==> src/rtl/core/barometer_pressure_compensation_defines.svh <==
// -----------------------------------------------------------------------------
// Barometer pressure compensation assertion macros
// Clocked concurrent checks shared by the pipeline modules.
// -----------------------------------------------------------------------------
`ifndef BAROMETER_PRESSURE_COMPENSATION_DEFINES_SVH
`define BAROMETER_PRESSURE_COMPENSATION_DEFINES_SVH

// check a property on every clock edge outside reset
`define BPC_ASSERT(lbl, prop, msg) \
  lbl: assert property (@(posedge clk_i) disable iff (!rst_ni) (prop)) \
    else $error(msg);

// check a property on every clock edge, reset included
`define BPC_ASSERT_ALWAYS(lbl, prop, msg) \
  lbl: assert property (@(posedge clk_i) (prop)) \
    else $error(msg);

`endif

==> src/rtl/core/bpc_pkg.sv <==
`timescale 1ns / 1ps
// -----------------------------------------------------------------------------
// Barometer pressure compensation package
// Payload types, coefficient bank, register indexes and scaling constants.
// -----------------------------------------------------------------------------
package bpc_pkg;

  localparam int RawW     = 10;
  localparam int CoefW    = 16;
  localparam int PresW    = 11;
  localparam int CfgIdxW  = 3;
  localparam int PolyW    = 31;
  localparam int DivShift = 13;
  localparam int MagW     = PolyW - DivShift;
  localparam int ScaleW   = 10;
  localparam int ProdW    = MagW + ScaleW;
  localparam int RecipW   = 30;
  localparam int RecipShift = 39;
  localparam int QuotW    = ProdW + RecipW - RecipShift;
  localparam int ValW     = QuotW + 2;

  localparam logic [ScaleW-1:0] ScaleMul  = ScaleW'(650);
  // ceil(2^39 / 1023): exact floor quotient for every product below 2^29
  localparam logic [RecipW-1:0] RecipDiv  = RecipW'(537395713);
  localparam logic [ValW-1:0]   ScaleOffs = ValW'(500);
  localparam logic [PresW-1:0]  PresMax   = {PresW{1'b1}};
  localparam logic [PresW-1:0]  PresMin   = '0;

  typedef enum logic [CfgIdxW-1:0] {
    CFG_A0  = 3'd0,
    CFG_B1  = 3'd1,
    CFG_B2  = 3'd2,
    CFG_C12 = 3'd3,
    CFG_C11 = 3'd4,
    CFG_C22 = 3'd5
  } cfg_idx_e;

  typedef struct packed {
    logic [RawW-1:0] raw_pressure;
    logic [RawW-1:0] raw_temperature;
  } in_req_t;

  typedef struct packed {
    logic [PresW-1:0] pressure_tenth_kpa;
    logic             out_of_range;
  } out_res_t;

  typedef struct packed {
    logic signed [CoefW-1:0] a0;
    logic signed [CoefW-1:0] b1;
    logic signed [CoefW-1:0] b2;
    logic signed [CoefW-1:0] c12;
    logic signed [CoefW-1:0] c11;
    logic signed [CoefW-1:0] c22;
  } coef_t;

  typedef struct packed {
    logic                    valid;
    logic signed [PolyW-1:0] p;
  } poly_res_t;

endpackage

==> src/rtl/core/bpc_poly.sv <==
`timescale 1ns / 1ps
// -----------------------------------------------------------------------------
// Compensation polynomial
// Four stages: coefficient products, shifted sums, raw products, final sum.
// -----------------------------------------------------------------------------
`include "barometer_pressure_compensation_defines.svh"

module bpc_poly (
  input  logic                clk_i,
  input  logic                rst_ni,
  input  logic                adv_i,
  input  logic                in_valid_i,
  input  bpc_pkg::in_req_t    in_req_i,
  input  bpc_pkg::coef_t      coef_i,
  output bpc_pkg::poly_res_t  poly_o
);

  localparam int RawW  = bpc_pkg::RawW;
  localparam int CoefW = bpc_pkg::CoefW;

  logic [3:0] vld_q;

  logic [RawW-1:0] pad1_q, tad1_q, pad2_q, tad2_q;

  logic signed [CoefW+RawW:0]   p11_d, p12_d, p22_d;
  logic signed [CoefW+RawW:0]   p11_q, p12_q, p22_q;
  logic signed [30:0]           s11;
  logic signed [16:0]           a11;
  logic signed [28:0]           s1;
  logic signed [31:0]           s2;
  logic signed [17:0]           a1_d, a1_q;
  logic signed [15:0]           a2_d, a2_q;
  logic signed [28:0]           a1x1_d, a1x1_q;
  logic signed [26:0]           a2x2_d, a2x2_q;
  logic signed [29:0]           s3;
  logic signed [19:0]           y1;
  logic signed [30:0]           p_d, p_q;

  always_comb begin
    p11_d = coef_i.c11 * $signed({1'b0, in_req_i.raw_pressure});
    p12_d = coef_i.c12 * $signed({1'b0, in_req_i.raw_temperature});
    p22_d = coef_i.c22 * $signed({1'b0, in_req_i.raw_temperature});

    s11  = $signed({coef_i.b1, 14'd0}) + 31'(p11_q);
    a11  = s11[30:14];
    s1   = $signed({a11, 11'd0}) + 29'(p12_q);
    a1_d = s1[28:11];
    s2   = $signed({coef_i.b2, 15'd0}) + 32'(p22_q >>> 1);
    a2_d = s2[31:16];

    a1x1_d = a1_q * $signed({1'b0, pad2_q});
    a2x2_d = a2_q * $signed({1'b0, tad2_q});

    s3  = $signed({coef_i.a0, 10'd0}) + 30'(a1x1_q);
    y1  = s3[29:10];
    p_d = $signed({y1, 10'd0}) + 31'(a2x2_q);
  end

  always_ff @(posedge clk_i or negedge rst_ni) begin
    if (!rst_ni) begin
      vld_q <= '0;
    end else if (adv_i) begin
      vld_q <= {vld_q[2:0], in_valid_i};
    end
  end

  always_ff @(posedge clk_i) begin
    if (adv_i) begin
      pad1_q <= in_req_i.raw_pressure;
      tad1_q <= in_req_i.raw_temperature;
      p11_q  <= p11_d;
      p12_q  <= p12_d;
      p22_q  <= p22_d;
      pad2_q <= pad1_q;
      tad2_q <= tad1_q;
      a1_q   <= a1_d;
      a2_q   <= a2_d;
      a1x1_q <= a1x1_d;
      a2x2_q <= a2x2_d;
      p_q    <= p_d;
    end
  end

  assign poly_o.valid = vld_q[3];
  assign poly_o.p     = p_q;

  `BPC_ASSERT(a_poly_hold, !adv_i |=> $stable(vld_q), "poly valid bits moved during stall")
  `BPC_ASSERT(a_poly_shift, adv_i |=> (vld_q[0] == $past(in_valid_i)),
              "poly stage 1 valid lost")
  `BPC_ASSERT(a_poly_advance, adv_i |=> (vld_q[3:1] == $past(vld_q[2:0])),
              "poly valid bits did not advance")

endmodule

==> src/rtl/core/bpc_scale.sv <==
`timescale 1ns / 1ps
// -----------------------------------------------------------------------------
// Pressure scaling
// Four stages: truncating divide by 8192, scale by 650, reciprocal divide by
// 1023, offset and saturation into the output register.
// -----------------------------------------------------------------------------
`include "barometer_pressure_compensation_defines.svh"

module bpc_scale (
  input  logic                clk_i,
  input  logic                rst_ni,
  input  logic                adv_i,
  input  bpc_pkg::poly_res_t  poly_i,
  output logic                out_valid_o,
  output bpc_pkg::out_res_t   out_res_o
);

  localparam int PolyW  = bpc_pkg::PolyW;
  localparam int MagW   = bpc_pkg::MagW;
  localparam int ProdW  = bpc_pkg::ProdW;
  localparam int RecipW = bpc_pkg::RecipW;
  localparam int QuotW  = bpc_pkg::QuotW;
  localparam int ValW   = bpc_pkg::ValW;
  localparam int PresW  = bpc_pkg::PresW;

  logic [2:0] vld_q;
  logic       vld_out_q;

  logic                      neg5_q, neg6_q, neg7_q;
  logic [PolyW-1:0]          pabs;
  logic [MagW-1:0]           mag_d, mag_q;
  logic [ProdW-1:0]          m_d, m_q;
  logic [ProdW+RecipW-1:0]   recip_prod;
  logic [QuotW-1:0]          quot_d, quot_q;
  logic signed [ValW-1:0]    val;
  bpc_pkg::out_res_t         res_d, res_q;

  always_comb begin
    pabs   = poly_i.p[PolyW-1] ? PolyW'(-poly_i.p) : PolyW'(poly_i.p);
    mag_d  = pabs[PolyW-1:bpc_pkg::DivShift];
    m_d    = ProdW'(mag_q * bpc_pkg::ScaleMul);
    recip_prod = m_q * bpc_pkg::RecipDiv;
    quot_d = recip_prod[ProdW+RecipW-1:bpc_pkg::RecipShift];

    if (neg7_q) begin
      val = $signed(bpc_pkg::ScaleOffs) - $signed(ValW'(quot_q));
    end else begin
      val = $signed(bpc_pkg::ScaleOffs) + $signed(ValW'(quot_q));
    end

    priority if (val < 0) begin
      res_d.pressure_tenth_kpa = bpc_pkg::PresMin;
      res_d.out_of_range       = 1'b1;
    end else if (val > $signed(ValW'(bpc_pkg::PresMax))) begin
      res_d.pressure_tenth_kpa = bpc_pkg::PresMax;
      res_d.out_of_range       = 1'b1;
    end else begin
      res_d.pressure_tenth_kpa = val[PresW-1:0];
      res_d.out_of_range       = 1'b0;
    end
  end

  always_ff @(posedge clk_i or negedge rst_ni) begin
    if (!rst_ni) begin
      vld_q     <= '0;
      vld_out_q <= 1'b0;
    end else if (adv_i) begin
      vld_q     <= {vld_q[1:0], poly_i.valid};
      vld_out_q <= vld_q[2];
    end
  end

  always_ff @(posedge clk_i) begin
    if (adv_i) begin
      neg5_q <= poly_i.p[PolyW-1];
      mag_q  <= mag_d;
      neg6_q <= neg5_q;
      m_q    <= m_d;
      neg7_q <= neg6_q;
      quot_q <= quot_d;
      res_q  <= res_d;
    end
  end

  assign out_valid_o = vld_out_q;
  assign out_res_o   = res_q;

  `BPC_ASSERT(a_scale_sat,
              out_valid_o && out_res_o.out_of_range |->
              (out_res_o.pressure_tenth_kpa == bpc_pkg::PresMax ||
               out_res_o.pressure_tenth_kpa == bpc_pkg::PresMin),
              "out of range result not saturated")
  `BPC_ASSERT(a_scale_hold, !adv_i |=> $stable({vld_q, vld_out_q}),
              "scale valid bits moved during stall")

endmodule

==> src/rtl/core/barometer_pressure_compensation.sv <==
// Each accepted request reaches the output through the eight registered stages.
// Throughput: one request per cycle; the eight stages advance together and
// freeze while a finished result waits on out_stall_i.
// Reset clears all stage valid bits and sets the six coefficients to zero.
`timescale 1ns / 1ps
// -----------------------------------------------------------------------------
// Barometer pressure compensation
// Coefficient registers, pipeline advance control and the two datapath halves.
// -----------------------------------------------------------------------------
`include "barometer_pressure_compensation_defines.svh"

module barometer_pressure_compensation (
  input  logic                            clk_i,
  input  logic                            rst_ni,
  input  logic                            cfg_we_i,
  input  logic [bpc_pkg::CfgIdxW-1:0]     cfg_idx_i,
  input  logic [bpc_pkg::CoefW-1:0]       cfg_wdata_i,
  input  logic                            in_valid_i,
  output logic                            in_stall_o,
  input  bpc_pkg::in_req_t                in_req_i,
  output logic                            out_valid_o,
  input  logic                            out_stall_i,
  output bpc_pkg::out_res_t               out_res_o
);

  bpc_pkg::coef_t     coef_q;
  bpc_pkg::poly_res_t poly;
  logic               adv;

  // hold every stage while the output register cannot drain
  assign adv        = !(out_valid_o && out_stall_i);
  assign in_stall_o = !adv;

  always_ff @(posedge clk_i or negedge rst_ni) begin
    if (!rst_ni) begin
      coef_q <= '0;
    end else if (cfg_we_i) begin
      unique case (bpc_pkg::cfg_idx_e'(cfg_idx_i))
        bpc_pkg::CFG_A0:  coef_q.a0  <= $signed(cfg_wdata_i);
        bpc_pkg::CFG_B1:  coef_q.b1  <= $signed(cfg_wdata_i);
        bpc_pkg::CFG_B2:  coef_q.b2  <= $signed(cfg_wdata_i);
        bpc_pkg::CFG_C12: coef_q.c12 <= $signed(cfg_wdata_i);
        bpc_pkg::CFG_C11: coef_q.c11 <= $signed(cfg_wdata_i);
        bpc_pkg::CFG_C22: coef_q.c22 <= $signed(cfg_wdata_i);
        default: ;
      endcase
    end
  end

  bpc_poly u_poly (
    .clk_i      (clk_i),
    .rst_ni     (rst_ni),
    .adv_i      (adv),
    .in_valid_i (in_valid_i),
    .in_req_i   (in_req_i),
    .coef_i     (coef_q),
    .poly_o     (poly)
  );

  bpc_scale u_scale (
    .clk_i       (clk_i),
    .rst_ni      (rst_ni),
    .adv_i       (adv),
    .poly_i      (poly),
    .out_valid_o (out_valid_o),
    .out_res_o   (out_res_o)
  );

  `BPC_ASSERT(a_top_stall_cause, in_stall_o |-> out_valid_o && out_stall_i,
              "input stalled without a blocked result")
  `BPC_ASSERT(a_top_cfg_bad_idx,
              cfg_we_i && cfg_idx_i != bpc_pkg::CFG_A0 && cfg_idx_i != bpc_pkg::CFG_B1 &&
              cfg_idx_i != bpc_pkg::CFG_B2 && cfg_idx_i != bpc_pkg::CFG_C12 &&
              cfg_idx_i != bpc_pkg::CFG_C11 && cfg_idx_i != bpc_pkg::CFG_C22
              |=> $stable(coef_q),
              "write to unknown index changed a coefficient")

endmodule
==> config.mk <==
export PLATFORM = sky130hd
export DESIGN_NAME = barometer_pressure_compensation
export DESIGN_NICKNAME = d
export VERILOG_FILES = /design/src/rtl/core/bpc_pkg.sv /design/src/rtl/core/bpc_poly.sv /design/src/rtl/core/bpc_scale.sv /design/src/rtl/core/barometer_pressure_compensation.sv
export VERILOG_INCLUDE_DIRS = /design/src /design/src/rtl/core
export SDC_FILE = /design/constraint.sdc
export NUM_CORES = 2
export LEC_CHECK = 0
export CORE_MARGIN = 3
export CORE_UTILIZATION = 35
export CTS_CLUSTER_DIAMETER = 80
export DETAILED_ROUTE_END_ITERATION = 7
export DONT_BUFFER_PORTS = 1
export GPL_ROUTABILITY_DRIVEN = 0
export GPL_TIMING_DRIVEN = 1
export REMOVE_ABC_BUFFERS = 1
export SLEW_MARGIN = 20
export SYNTH_ARGS = -nofsm -noshare
export SYNTH_HDL_FRONTEND = slang
export SYNTH_SLANG_ARGS = --single-unit
==> constraint.sdc <==
create_clock -name clk_i -period 11.3 [get_ports clk_i]
set_input_delay 2.26 -clock clk_i [delete_from_list [all_inputs] [get_ports clk_i]]
set_output_delay 2.26 -clock clk_i [all_outputs]
set_load 0.01 [all_outputs]
Word level (Yosys, flattened, before mapping)

Cells that the tools add are included.

Register bits after elaboration: 425
Word-level logic and storage cells: 63
Output and inout port bits: 14
Input port bits: 44

Reduce and logical (&&, ||, !) cells: 8
Multipliers: 7
Eq/ne operators: 5
$lt $le $gt $ge: 2
Add/sub/neg operators: 8
Muxes and demuxes: 3

Operator list:

| kind                                                         | number |
|---|---|
| multiplier 16 x 11 -> 27 bit                                 | 4 |
| adder 30 x 27 -> 31 bit                                      | 2 |
| multiplier 27 x 30 -> 57 bit (second input constant)         | 1 |
| adder 31 x 26 -> 32 bit                                      | 1 |
| negator 31 bit                                               | 1 |
| adder 26 x 29 -> 30 bit                                      | 1 |
| 2-to-1 mux 30 bit                                            | 1 |
| adder 28 x 27 -> 29 bit                                      | 1 |
| multiplier 18 x 11 -> 29 bit                                 | 1 |
| multiplier 18 x 9 -> 27 bit (second input constant)          | 1 |
| > comparator 21 x 12 -> 1 bit (second input constant)        | 1 |
| less-than comparator 21 x 1 -> 1 bit (second input constant) | 1 |
| 2-to-1 mux 21 bit                                            | 1 |
| adder 9 x 19 -> 20 bit (first input constant)                | 1 |
| subtractor 9 x 19 -> 20 bit (first input constant)           | 1 |
| 2-to-1 mux 12 bit                                            | 1 |
| AND reduction 2 bit                                          | 6 |
| == test 3 x 2 -> 1 bit (second input constant)               | 2 |
| == test 3 bit (second input constant)                        | 2 |
| == test 3 x 1 -> 1 bit (second input constant)               | 1 |
| zero test 3 bit                                              | 1 |
| logical AND 1 bit                                            | 1 |

Longest topological paths before layout

Depth in word-level cells: 4
Depth in mapped cells: 23
Mapped depth without buffers: 21

Modules after synthesis

From an unflattened synthesis, not the netlist that was laid out.

Cell total of the unflattened synthesis: 5095
Area total of the unflattened synthesis: 51399.3 µm²

Modules (own cells, without submodules):

| module                          | area each (µm²) | sequential area each (µm²) | instances | cells an instance |
|---|---|---|---|---|
| bpc_poly                        | 38740.9         | 5835.6                     | 1         | 4036 |
| bpc_scale                       | 8976.1          | 2472.4                     | 1         | 849 |
| barometer_pressure_compensation | 3682.3          | 2402.3                     | 1         | 210 |

Least setup slack after synthesis

Ideal clock, no wire load.

Kind: input port to output port
Start: input port out_stall_i
End: output port in_stall_o
Stages on the path: 2
Arrival: 8.791 ns
Setup slack: 0.249 ns
Required time: 9.040 ns
Path through: nand2_1 > inv_1

Longest elaborated chain between the ends: 1

RTL lines:

| element            | line                                  | RTL |
|---|---|---|
| start: declaration | barometer_pressure_compensation.sv:22 | `input logic out_stall_i,` |
| logical AND 1 bit  | barometer_pressure_compensation.sv:31 | `assign adv = !(out_valid_o && out_stall_i);` |
| end: declaration   | barometer_pressure_compensation.sv:19 | `output logic in_stall_o,` |

Every way passes these cells.

Worst setup path after layout

Start: input port in_req_i[15] (netlist name)
End: register u_poly.p11_q[25], data pin

Longest elaborated chain between the ends: 1

RTL lines:

| element                      | line                                  | RTL |
|---|---|---|
| start: declaration           | barometer_pressure_compensation.sv:20 | `input bpc_pkg::in_req_t in_req_i,` |
| multiplier 16 x 11 -> 27 bit | bpc_poly.sv:40                        | `p11_d = coef_i.c11 * $signed({1'b0, in_req_i.raw_pressure});` |
| via u_poly.p11_d[25]         | bpc_poly.sv:25                        | `logic signed [CoefW+RawW:0] p11_d, p12_d, p22_d;` |
| end signal: assignment       | bpc_poly.sv:71                        | `p11_q <= p11_d;` |
| end: declaration             | bpc_poly.sv:26                        | `logic signed [CoefW+RawW:0] p11_q, p12_q, p22_q;` |

The timed path passes the listed nets, and every way through them passes these cells.
A chain may end at the register's enable or synchronous reset.

==> flow_summary.yaml <==
run_status:
  outcome: "complete, no violations"
worst_hold_path:
  hp-class: "flip-flop to flip-flop"
  hold_end: "u_poly.p_q[7]$_DFFE_PN_"
  min-delay-start: "u_poly.a2x2_q[7]$_DFFE_PN_"
  holdPathStages: 0
timing:
  final-hold-violation-count: 0
  fin_worst_skew_ns: 0.0134
  tns_ns: 0
  rsz0062_at_grt: "false"
  fin_crit_ns: 7.03
  setup_viol: 0
  slew-limit-headroom_pct: 34.1
  slew_viol_final: 0
  finalCritPeriodShare_pct: 62.2
  worst_pin_slew_ns: 0.989
  clock.fmax_mhz: 142
route:
  drt.antenna.violating_nets: 0
  drt_iter0_markers: 1794
  vias: 33300
  wire_per_inst_um: 15.6
  routed_via_density: 4.80
  drt_pre_antenna_iters: 5
  drt-total-wl_um: 108000
  drcViolationCount: 0
worst_setup_path:
  crit_arrival_ns: 7.39
  critPathRequiredTime_ns: 11.66
  worst_setup_path_end_kind: "flip-flop"
  worstSetupStartpointType: "input pin"
  timing.rr.start: "u_poly.pad2_q[2]$_DFFE_PN_"
  r2r_end: "u_poly.a1x1_q[27]$_DFFE_PN_"
  reg2reg_slack_ns: 4.78
  cp_max_fo: 17
  reg2reg_depth: 18
  path_class: "input pin to flip-flop"
clocking:
  cts_setup_buffers: 0
  cts-hold-fix-buffers: 0
  cts_buffer_depth: 3
  clockRootBuffer: "clkbuf_16"
  cts_tree: "built"
  numCtsBuffers: 45
  ctsResizeCount: 0
  clk_latency_ns: 0.61
  cts.clk_slew.worst_paths_ns: 0.06
  numClockSinks: 374
  htreeDepth: 2
finish:
  layout.nets: 6394
  drive_above_1_share_pct: 4.16
  num-fill-cells: 14300
  area_growth_pct: 6.71
synth:
  syn_area_um2: 50900
  ys.flop_type: "edfxtp_1"
  synth_edf_count: 270
  netlist.area_leader.share_pct: 30.8
  yosys-top-cells-area: "fa_1 (31%), edfxtp_1 (16%), ha_1 (14%)"
  async_flop_share_pct: 27.8
  synth-seq-cells: 374
  ys.warnings.count: 0
  syn_avg_cell_area_um2: 10.0
  yosys.cell_types.count: 66
  synth_seq_area_share_pct: 21.0
  synth_cells: 5091
  yosysTopAreaCell: "fa_1"
global_route:
  track_usage_pct: 14.9
  grt_pass1_vias: 35800
  grt_max_degree: 105
  antenna_found_initial: 8
  grt_first_pass_wirelength_um: 183000
  grt-ovfl-total: 0
placement:
  dp_hpwl_um: 84400
  io_buffer_count: 0
die:
  start_util_pct: 35.4
  row_count: 139
  fp.coreArea_um2: 144000
  io_pins: 58
  die_height_um: 387
  dieArea_um2: 150000
  die_w_um: 387
flow_run:
  cap_viol_max_count: 0
-- layout make-up --
class | count | area, um2 | area share [%]
Tap cell | 1903 | 2380 | 4.38
Inverter | 1115 | 4190 | 7.70
Multi-Input combinational cell | 3440 | 35400 | 65.2
Clock inverter | 29 | 324 | 0.596
Timing Repair Buffer | 7 | 52.6 | 0.0967
Antenna cell | 4 | 10.0 | 0.0184
Sequential cell | 374 | 10700 | 19.7
Clock buffer | 55 | 1240 | 2.28
-- critical path: stages --
cell	delay (ns)
and2_1	0.13
fa_1	0.54
inv_1	0.05
fa_1	0.52
inv_1	0.05
fa_1	0.38
fa_1	0.51
inv_1	0.05
fa_1	0.48
inv_1	0.04
ha_1	0.28
o21a_1	0.11
a221oi_1	0.51
nor4_1	0.16
nor3_1	0.45
nor3_1	0.16
or3_1	0.40
a21oi_1	0.20
xnor2_1	0.08
-- layout by cell type, fill, tap and decap left out, drive strengths merged, types with 6 or more instances in the layout --
cell / count
a21o: 48
and3: 24
fa: 784
or2: 10
ha: 583
xnor2: 178
inv: 1121
a21boi: 6
nand3: 37
buf: 7
a21oi: 138
nand2b: 18
nand4: 19
xor2: 58
or3: 26
mux2: 103
clkbuf: 55
nor3b: 6
and2: 364
nor4: 10
nor3: 53
o21ai: 93
o211ai: 12
o21a: 26
a211o: 8
a211oi: 20
o31ai: 15
nor2: 124
clkinv: 13
nor2b: 19
nand2: 545
edfxtp: 270
a31oi: 23
dfrtp: 104
o21bai: 18
-- per-stage QoR --
stage | instance area (um2) | utilization [%] | hold WS [ns] | std cells | setup WS [ns]
after floorplan | 50300 | - | 0.400 | 4929 | 0.249
after global placement | 52800 | 36.6 | 0.403 | 6839 | 3.54
after detailed placement | 52800 | 36.6 | 0.405 | 6839 | 3.52
after CTS | 54300 | 37.7 | 0.419 | 6923 | 4.19
after global routing | 54300 | 37.7 | 0.424 | 6923 | 3.78
final | 54300 | 37.7 | 0.417 | 6927 | 4.27
-- routing by layer --
metal,vias up,track usage (%),part of all wire [%]
met4,0,3.94,2.5
li1,15700,-,-
met5,-,0,0
met2,601,25.0,47
met1,16800,19.9,45
met3,142,2.64,5.5
-- cell families after synthesis --
kind of cell | synth area share (%)
compound gates | 5.71
xor+xnor | 4.06
fa+ha+maj | 45.2
buf+inv | 9.42
flops | 21.0
mux | 2.34
simple gates | 12.3
-- worst max-delay path by stage --
stage,endpoint,slack [ns],cells after the start,from
global placement,u_poly.p11_q[25]$_DFFE_PN_,3.54,19,in_req_i[15]
detailed placement,u_poly.p11_q[25]$_DFFE_PN_,3.52,19,in_req_i[15]
floorplan,in_stall_o,0.25,2,out_stall_i
global route,u_poly.p11_q[25]$_DFFE_PN_,3.78,19,in_req_i[15]
finish,u_poly.p11_q[25]$_DFFE_PN_,4.27,19,in_req_i[15]
CTS,u_poly.p11_q[25]$_DFFE_PN_,4.19,19,in_req_i[15]
-- flip-flops by register name, summed over array words and instances (netlist names), 3 cells and up --
| signal | cells |
|---|---|
| u_poly.pad1_q | 10 |
| u_poly.pad2_q | 10 |
| u_poly.a1x1_q | 19 |
| u_poly.p22_q | 11 |
| u_scale.m_q | 27 |
| u_poly.a2_q | 16 |
| u_scale.mag_q | 18 |
| u_scale.vld_q | 3 |
| u_poly.p11_q | 13 |
| u_poly.p_q | 31 |
| u_poly.a2x2_q | 27 |
| u_poly.a1_q | 18 |
| u_poly.vld_q | 4 |
| coef_q | 96 |
| u_poly.tad1_q | 10 |
| u_scale.quot_q | 19 |
| u_poly.tad2_q | 10 |
| u_scale.out_res_o | 12 |
| u_poly.p12_q | 16 |
-- synth_stat cells (23+ instances only) --
master / n
a21o_1: 48
a21oi_1: 138
a31oi_1: 23
and2_1: 363
and3_1: 24
clkbuf_1: 153
dfrtp_1: 104
edfxtp_1: 270
fa_1: 784
ha_1: 583
inv_1: 1115
mux2_2: 103
nand2_1: 545
nand3_1: 37
nor2_1: 124
nor3_1: 53
o21a_1: 26
o21ai_0: 92
or3_1: 26
xnor2_1: 178
xor2_1: 58
Power is not shown: default switching activity piles up to over one toggle a cycle in this logic, so the estimate is an artifact.
